--- src/hdl/crs_pkg.sv ---
// ----------------------------------------------------------------------------
// crs_pkg: shared types and constants for the corner response suppressor
// item layouts, keypoint entry layout, the token passed along the cell chain,
// status and kind codes
// ----------------------------------------------------------------------------
package crs_pkg;

	localparam int COORD_W = 12;
	localparam int RESP_W  = 8;
	localparam int SLOT_W  = 8;
	localparam int CNT_OUT_W = 9;
	localparam int DIAM_W  = 6;
	localparam int LIM_W   = 2 * DIAM_W;

	localparam logic [RESP_W-1:0] MIN_RESPONSE_RESET = 8'd100;
	localparam logic [DIAM_W-1:0] DIAMETER_RESET     = 6'd6;

	// item kinds
	localparam logic [1:0] KIND_PIXEL = 2'd0;
	localparam logic [1:0] KIND_READ  = 2'd1;
	localparam logic [1:0] KIND_CLEAR = 2'd2;

	// result status codes
	localparam logic [2:0] ST_BELOW      = 3'd0;
	localparam logic [2:0] ST_ADDED      = 3'd1;
	localparam logic [2:0] ST_REPLACED   = 3'd2;
	localparam logic [2:0] ST_SUPPRESSED = 3'd3;
	localparam logic [2:0] ST_FULL       = 3'd4;
	localparam logic [2:0] ST_READ       = 3'd5;
	localparam logic [2:0] ST_CLEARED    = 3'd6;

	// configuration register indexes
	localparam logic REG_MIN_RESPONSE = 1'b0;
	localparam logic REG_DIAMETER     = 1'b1;

	typedef struct packed {
		logic [1:0]         kind;
		logic [COORD_W-1:0] pixel_x;
		logic [COORD_W-1:0] pixel_y;
		logic [RESP_W-1:0]  response;
		logic [SLOT_W-1:0]  read_slot;
	} in_item_t;

	typedef struct packed {
		logic [2:0]           status;
		logic [SLOT_W-1:0]    slot;
		logic [COORD_W-1:0]   out_x;
		logic [COORD_W-1:0]   out_y;
		logic [RESP_W-1:0]    out_response;
		logic [CNT_OUT_W-1:0] count;
	} out_item_t;

	typedef struct packed {
		logic [COORD_W-1:0] col;
		logic [COORD_W-1:0] row;
		logic [RESP_W-1:0]  strength;
	} entry_t;

	// token walking the cell chain, one cell per cycle
	typedef struct packed {
		logic               active;
		logic               is_read;
		logic [COORD_W-1:0] x;
		logic [COORD_W-1:0] y;
		logic [RESP_W-1:0]  resp;
		logic [SLOT_W-1:0]  slot;    // read slot, or slot replaced
		logic               overlap;
		logic               hit;     // entry replaced, or read slot found
		entry_t             rdata;
	} token_t;

endpackage

--- src/hdl/crs_cell.sv ---
// ----------------------------------------------------------------------------
// crs_cell: one keypoint slot of the suppression chain
// holds one entry, tests the passing token against it and hands the token on
// ----------------------------------------------------------------------------
module crs_cell #(
	parameter int MAX_KEYPOINTS = 256,
	parameter int INDEX = 0
) (
	input  logic                          clk,
	input  logic                          arst_n,
	input  crs_pkg::token_t               tok_in,
	output crs_pkg::token_t               tok_out,
	input  logic [$clog2(MAX_KEYPOINTS+1)-1:0] count,
	input  logic [crs_pkg::DIAM_W-1:0]    diameter,
	input  logic [crs_pkg::LIM_W-1:0]     lim,
	input  logic                          app_we,
	input  crs_pkg::entry_t               app_data
);

	localparam int CNT_W = $clog2(MAX_KEYPOINTS + 1);

	crs_pkg::entry_t entry_q;
	crs_pkg::token_t tok_q;
	crs_pkg::token_t tok_nxt;

	logic                         in_use;
	logic [crs_pkg::COORD_W-1:0]  dx, dy;
	logic [crs_pkg::LIM_W-1:0]    sqx, sqy;
	logic [crs_pkg::LIM_W:0]      dsq;
	logic                         overlap;
	logic                         replace;
	logic                         read_hit;

	always_comb begin
		in_use = count > CNT_W'(INDEX);
		dx = (tok_in.x > entry_q.col) ? tok_in.x - entry_q.col : entry_q.col - tok_in.x;
		dy = (tok_in.y > entry_q.row) ? tok_in.y - entry_q.row : entry_q.row - tok_in.y;
		// small squares only matter once both offsets are under the diameter
		sqx = crs_pkg::LIM_W'(dx[crs_pkg::DIAM_W-1:0]) * crs_pkg::LIM_W'(dx[crs_pkg::DIAM_W-1:0]);
		sqy = crs_pkg::LIM_W'(dy[crs_pkg::DIAM_W-1:0]) * crs_pkg::LIM_W'(dy[crs_pkg::DIAM_W-1:0]);
		dsq = {1'b0, sqx} + {1'b0, sqy};
		overlap = in_use
			&& (dx < crs_pkg::COORD_W'(diameter))
			&& (dy < crs_pkg::COORD_W'(diameter))
			&& (dsq < {1'b0, lim});
		replace = tok_in.active && !tok_in.is_read && !tok_in.hit && overlap
			&& (tok_in.resp > entry_q.strength);
		read_hit = tok_in.active && tok_in.is_read && in_use
			&& (int'(tok_in.slot) == INDEX);

		tok_nxt = tok_in;
		if (tok_in.active && !tok_in.is_read && !tok_in.hit && overlap) begin
			tok_nxt.overlap = 1'b1;
		end
		if (replace) begin
			tok_nxt.hit = 1'b1;
			tok_nxt.slot = crs_pkg::SLOT_W'(INDEX);
		end
		if (read_hit) begin
			tok_nxt.hit = 1'b1;
			tok_nxt.rdata = entry_q;
		end
	end

	always_ff @(posedge clk or negedge arst_n) begin
		if (!arst_n) begin
			tok_q <= '0;
		end else begin
			tok_q <= tok_nxt;
		end
	end

	always_ff @(posedge clk) begin
		if (replace) begin
			entry_q.col <= tok_in.x;
			entry_q.row <= tok_in.y;
			entry_q.strength <= tok_in.resp;
		end else if (app_we) begin
			entry_q <= app_data;
		end
	end

	assign tok_out = tok_q;

endmodule

--- config.mk ---
export PLATFORM = sky130hd
export DESIGN_NAME = crs_cell
export DESIGN_NICKNAME = d
export VERILOG_FILES = /design/src/hdl/crs_pkg.sv /design/src/hdl/crs_cell.sv
export SDC_FILE = /design/constraint.sdc
export NUM_CORES = 1
export LEC_CHECK = 0
export BUFFER_PORTS_ARGS = -buffer_cell sky130_fd_sc_hd__buf_2
export CELL_PAD_IN_SITES_DETAIL_PLACEMENT = 0
export CELL_PAD_IN_SITES_GLOBAL_PLACEMENT = 1
export CORE_UTILIZATION = 33
export DETAILED_ROUTE_END_ITERATION = 10
export PLACE_DENSITY = 0.66
export SYNTH_ARGS = -nofsm -noshare
export SYNTH_HDL_FRONTEND = slang
export SYNTH_SLANG_ARGS = --single-unit
--- constraint.sdc ---
create_clock -name clk -period 10.3 [get_ports clk]
set_input_delay 0.515 -clock clk [delete_from_list [all_inputs] [get_ports clk]]
set_output_delay 0.515 -clock clk [all_outputs]
set_load 0.005 [all_outputs]
Word-level counts from Yosys, hierarchy flattened:

Index checks and enable logic that the tools add are counted.

* bits in registers: 108
* latch bits: 0
* memory bits (writable): 0
* bits in read-only memories: 0
* output and inout bits: 76
* logic and storage cells: 50
* memories kept: 0

* add/subtract/negate cells: 5
* multiply operators: 2
* div/mod/pow operators: 0
* order comparisons: 7
* equal/unequal tests: 0
* shift operators: 0
* multiplexer cells: 8
* bitwise operators: 0
* reduce and logical (&&, ||, !) cells: 14

Operators with widths (count)
* two-way mux 32 bit: 2
* subtractor 12 bit: 4
* two-way mux 33 bit: 1
* > comparator 12 bit: 2
* < comparator 12 x 6 -> 1 bit: 2
* multiplier 6 x 6 -> 12 bit: 2
* two-way mux 12 bit: 2
* adder 12 x 12 -> 13 bit: 1
* < comparator 13 x 12 -> 1 bit: 1
* logical AND 1 bit: 10
* > comparator 9 x 1 -> 1 bit (second input constant): 1
* > comparator 8 bit: 1
* logical NOT 8 bit: 1
* two-way mux 8 bit: 1
* logical NOT 1 bit: 2
* two-way mux 1 bit: 2
* nonzero test 2 bit: 1

Logic depth before layout (Yosys ltp):

* depth after elaboration: 10
* mapped depth: 42
* gate-level depth less buffers: 40

Least setup slack after synthesis:

OpenSTA, ideal clock, no wires.

* kind: in2reg
* from: input tok_in[62] (netlist name)
* to: register entry_q[0] (netlist name) (enable)
* data arrival time: 9.585 ns
* required time: 9.925 ns
* path slack: 0.340 ns
* cell stages on the path: 40
* path through: inv_1 ha_1 inv_1 fa_1 a21o_1 a31oi_1 nor2_1 o21ai_0 buf_2 mux2_2 o21ai_0 a21oi_1 xor2_1 nor2_1 fa_1 inv_1 fa_1 inv_1 [... 4 more ...] inv_1 ha_1 a21o_1 a21oi_1 o21bai_1 a21oi_1 o21bai_1 a21oi_1 xnor2_1 ha_1 a211oi_1 nand4_1 or4_1 a2111oi_1 o21ai_1 nor4b_4 buf_6 or2_2

* word-level cells in the longest chain between the ends: 9
* elaborated cells between the ends (all ways): 14

Ends and longest elaborated chain
* from (decl): RTL line crs_cell.sv:11 `input crs_pkg::token_t tok_in,`
* subtractor 12 bit or > comparator 12 bit (tied branches): RTL line crs_cell.sv:36 `dx = (tok_in.x > entry_q.col) ? tok_in.x - entry_q.col : entry_q.col - tok_in.x;`
* two-way mux 12 bit (*): RTL line crs_cell.sv:36
* multiplier 6 x 6 -> 12 bit or < comparator 12 x 6 -> 1 bit (tied branches): RTL line crs_cell.sv:39, crs_cell.sv:43
* adder 12 x 12 -> 13 bit or logical AND 1 bit (tied branches): RTL line crs_cell.sv:41, crs_cell.sv:43
* < comparator 13 x 12 -> 1 bit or logical AND 1 bit (tied branches): RTL line crs_cell.sv:45, crs_cell.sv:44
* logical AND 1 bit (*): RTL line crs_cell.sv:45 `&& (dsq < {1'b0, lim});`
* logical AND 1 bit (*): RTL line crs_cell.sv:46 `replace = tok_in.active && !tok_in.is_read && !tok_in.hit && overlap`
* logical AND 1 bit (*): RTL line crs_cell.sv:47 `&& (tok_in.resp > entry_q.strength);`
* nonzero test 2 bit (no source line) (*)
* to (signal assigned): RTL line crs_cell.sv:79 `entry_q <= app_data;`
* to (decl): RTL line crs_cell.sv:22 `crs_pkg::entry_t entry_q;`

Every way passes the cells marked *; elsewhere a longest branch is shown, timed or not.
A chain may end at the register's enable or synchronous reset.

Worst setup path after layout:

* from: register entry_q[24] (netlist name)
* to: register entry_q[12] (netlist name), data pin

* word-level cells in the longest chain between the ends: 9
* elaborated cells between the ends (all ways): 14

Ends and longest elaborated chain
* subtractor 12 bit or > comparator 12 bit (tied branches): RTL line crs_cell.sv:36
* two-way mux 12 bit (*): RTL line crs_cell.sv:36
* multiplier 6 x 6 -> 12 bit or < comparator 12 x 6 -> 1 bit (tied branches): RTL line crs_cell.sv:39, crs_cell.sv:43
* adder 12 x 12 -> 13 bit or logical AND 1 bit (tied branches): RTL line crs_cell.sv:41, crs_cell.sv:43
* < comparator 13 x 12 -> 1 bit or logical AND 1 bit (tied branches): RTL line crs_cell.sv:45, crs_cell.sv:44
* logical AND 1 bit (*): RTL line crs_cell.sv:45
* logical AND 1 bit (*): RTL line crs_cell.sv:46
* logical AND 1 bit (*): RTL line crs_cell.sv:47
* two-way mux 32 bit (*): RTL line crs_cell.sv:74 `if (replace) begin`

Marks and branches as above.

==> implementation parameters <==
Parameter                              Value

Yosys
  Synthesized Nets    1125
  Fraction of registers with async set or reset after synthesis    between 70 and 80%
  Cell types with the largest area share after synthesis    sky130_fd_sc_hd__dfrtp_1 22%, sky130_fd_sc_hd__ha_1 14%, sky130_fd_sc_hd__edfxtp_1 11%
  Synthesis Warnings    0
  Count of flip-flops with a built-in enable after synthesis    32
  Mapped Cells    ~850
  Portion of the post-synthesis area used by sequential elements    32.8%
  Average cell area after synthesis    roughly 10 um^2
  Main synth FF type    sky130_fd_sc_hd__dfrtp_1
  Post-synthesis sequential element count    roughly 110
  Area of the mapped netlist    approximately 8700 um^2
  Post-synthesis cell type with the largest combined area    sky130_fd_sc_hd__dfrtp_1
  Post-synth cell types    62
  Synth top area share    a little over a fifth

Power and ir drop
  Clk network pwr share    8.4%
  Lkg Pwr    5.47 nW
  Cell Int Power    about 2.2 mW
  Power share of the combinational group    between 80% and 90%
  Power density over the cells    roughly 400 nW/um^2
  Part of the power in registers    between 10 and 15%
  Max VDD drop    ~0.58 mV
  Total design power    4.27 mW
  Net Sw Frac    48.4%
  Sw Pwr    between 2 and 2.5 mW

Placed design
  Count of buffers inserted at the top-level ports    around 210
  DP Cell Count    between 1k and 1.5k
  DP HPWL    between 15000 and 20000 um
  Routability Congestion    around 0.81
  Dpl ws    0.0931 ns

Global route
  Wire length of the first global-routing pass    ~35000 um
  Global routing usage summed across all routing layers    16.6%
  Largest net degree at the start of global routing    68
  Antenna violations before repair    0
  Global-route congestion overflow total    0
  Via count of the first global-routing pass    6590

Die
  Top-level I/O count    214
  Die area    27100 um^2
  Placeable core region    26000 um^2
  FP Rows    59
  Effective utilization at floorplan    roughly a third
  Die width    between 150 and 200 um
  Height of the chip    around 160 um

Final layout
  Antenna cell count    0
  Area overhead of the layout relative to synthesis    22.5%
  Fraction of final layout cells sized beyond drive strength 1    between 30% and 40%
  Layout Nets    1361
  Total of fill cells in the finished design    roughly 2.6k
  Final design utilization    between 40% and 50%
  Layout Cells excl Fill    approximately 1.4k
  Commonest non-fill, non-tap cell in the layout    sky130_fd_sc_hd__buf_2
  Commonest non-fill, non-tap cells in the layout    212 x sky130_fd_sc_hd__buf_2, 155 x sky130_fd_sc_hd__inv_1, 101 x sky130_fd_sc_hd__ha_1

Flow run
  Max-cap check violation count    0

Clock tree
  H-tree Lvls    3
  Longest Clk Path Bufs    2
  Number of buffers inserted during clock tree synthesis    9
  Later-pin clock latency in the skew report    between 0.3 and 0.4 ns
  Number of sinks driven by the clock tree    between 100 and 150
  TritonCTS clock tree    done
  Clock tree root driver cell    sky130_fd_sc_hd__clkbuf_16
  Clock transition at the registers of the reported paths    ~0.08 ns

Routing
  Vias post-DR    approximately 6.6k
  Wire length after detailed routing    between 20000 and 25000 um
  Final routed wire length divided by cell count    between 15 and 20 um
  Number of DRC markers in iteration 0    414
  Post-route ant nets    0
  Routed via count divided by cell count    approximately 4.6
  Detailed-routing iteration count for the pre-antenna-repair pass    8
  DRC Markers    0

Setup path
  Crit. End Element    flip-flop
  Slowest library cell on the worst path    sky130_fd_sc_hd__fa_1
  CP Depth    38
  Setup Crit Path Kind    flip-flop to flip-flop
  Logic depth of the worst register-to-register path    38
  Slowest cell delay on critical path    around 0.61 ns
  Required time of the critical path    between 10 and 15 ns
  CP startpoint kind    flip-flop
  WP data arrival    slightly below 10 ns
  Sum of buffers and inverters on the critical path    7
  Critical-path maximum fanout    19
  Largest delay contributor family on the critical path    adder cells

STA
  Least-Margin Pin Slew    slightly below 1 ns
  Min setup slack post-route    roughly 0.62 ns
  Final Setup Violations    0
  Sum of negative setup slack    0 ns
  Max Transition Viols Final    0
  FMAX    ~0.10 GHz
  Final hold vios    0
  Portion of the clock cycle consumed by the worst path in the final layout    94.0%
  Time the final worst path needs with I/O delays and setup    9.68 ns
  Clock skew after layout    approximately 0.012 ns
  Max transition margin    36.0%

Status
  Run status    finished clean

Worst hold path
  Worst hold-check path type    input port to flip-flop
  Hold path cells    1
==> metal layers <==
layer,part of all wire [%],wire length [um],vias up,track usage (%)
met5,0,0,-,0
met3,3.7,821,16,2.34
met1,46,10100,3100,22.0
met2,49,10900,151,28.8
li1,-,-,3316,-
met4,1.1,250,0,3.42
==> repair_timing <==
action	CTS	global route
setup endpoints to repair	0	69
endpoints found under the hold margin	9	0
resized for setup	0	3
hold buffers	1	0
buffers inserted	0	4
==> cells by family after synthesis <==
logic type | after synthesis | synth area share (%)
xor gates and xnor gates | 31 | 3.11
DFF | 108 | 32.8
buffers and inverters | 179 | 8.47
muxes | 82 | 11.7
and+or+nand+nor | 162 | 9.50
AOI/OAI and AO/OA | 145 | 11.0
adders and majority gates | 140 | 23.4
==> final timing paths <==
path / start / end / slack, ns
worst max-delay path: entry_q[24]$_DFFE_PP_ / entry_q[12]$_DFFE_PP_ / 0.62
max in group asynchronous: arst_n / tok_out[68]$_DFF_PN0_ / 8.59
worst min register to register: entry_q[5]$_DFFE_PP_ / tok_out[5]$_DFF_PN0_ / 0.52
worst min-delay path: tok_in[75] / tok_out[75]$_DFF_PN0_ / 0.28
worst max register to register: entry_q[24]$_DFFE_PP_ / entry_q[12]$_DFFE_PP_ / 0.62
min in group asynchronous: arst_n / tok_out[52]$_DFF_PN0_ / 0.52
==> layout make-up <==
type	count	area, um^2	area share (%)
clock buffer	9	225	2.11
clock inverter	7	81.3	0.761
inverter	155	582	5.45
multi-input combinational	560	5130	48.0
sequential	108	2860	26.8
tap	335	419	3.92
timing repair buffer	249	1380	12.9
==> sequential cells by signal, indices dropped and copies added (netlist names) <==
name	flops
tok_out	76
entry_q	32
==> cell usage after synthesis, types with 2 or more instances <==
cell type and number:
sky130_fd_sc_hd__nand4_1 9, sky130_fd_sc_hd__fa_1 39, sky130_fd_sc_hd__nor2b_1 11, sky130_fd_sc_hd__buf_2 5, sky130_fd_sc_hd__dfrtp_1 76, sky130_fd_sc_hd__or3_1 4
sky130_fd_sc_hd__nor3_1 10, sky130_fd_sc_hd__and3b_1 2, sky130_fd_sc_hd__buf_4 6, sky130_fd_sc_hd__mux2_2 36, sky130_fd_sc_hd__nand3b_1 3, sky130_fd_sc_hd__a21o_1 21
sky130_fd_sc_hd__clkbuf_1 8, sky130_fd_sc_hd__xnor2_1 24, sky130_fd_sc_hd__a31oi_1 5, sky130_fd_sc_hd__a21boi_0 3, sky130_fd_sc_hd__o211ai_1 9, sky130_fd_sc_hd__ha_1 101
sky130_fd_sc_hd__nand2b_1 8, sky130_fd_sc_hd__or2_2 4, sky130_fd_sc_hd__nor4b_1 3, sky130_fd_sc_hd__o21a_1 6, sky130_fd_sc_hd__a21oi_1 52, sky130_fd_sc_hd__a221oi_1 2
sky130_fd_sc_hd__or4_1 2, sky130_fd_sc_hd__edfxtp_1 32, sky130_fd_sc_hd__and3_1 4, sky130_fd_sc_hd__nand2_1 31, sky130_fd_sc_hd__mux2_4 30, sky130_fd_sc_hd__mux2i_1 15
sky130_fd_sc_hd__buf_6 5, sky130_fd_sc_hd__xor2_1 7, sky130_fd_sc_hd__nand3_1 9, sky130_fd_sc_hd__nor4_1 3, sky130_fd_sc_hd__inv_1 155, sky130_fd_sc_hd__o22ai_1 3
sky130_fd_sc_hd__o21ai_0 20, sky130_fd_sc_hd__o21bai_1 3, sky130_fd_sc_hd__a211oi_1 6, sky130_fd_sc_hd__nor2_1 53
==> metrics by stage <==
stage	hold WS, ns	instance area (um^2)
finish	0.277	10700
global route	0.261	10700
CTS	0.262	10600
detailed placement	0.366	10300
global placement	0.364	10300
floorplan	0.219	8720
==> power by group through the flow <==
stage	clock, mW	combinational, mW	sequential [mW]
finish	0.359	3.43	0.480
global route	0.384	4.01	0.483
CTS	0.373	3.47	0.480
detailed placement	0	3.43	0.489
global placement	0	3.45	0.488
floorplan	0	2.61	0.488
==> worst register-to-register path, delay by kind of cell, from the launching register on <==
kind | cells | cell delay, ns
fa+ha+maj | 8 | 3.66
compound gates | 13 | 2.10
simple gates | 6 | 1.40
buf+inv | 7 | 0.81
mux | 2 | 0.70
flops | 1 | 0.47
xor+xnor | 2 | 0.30
Note: power is estimated with default switching activity, not from simulation.
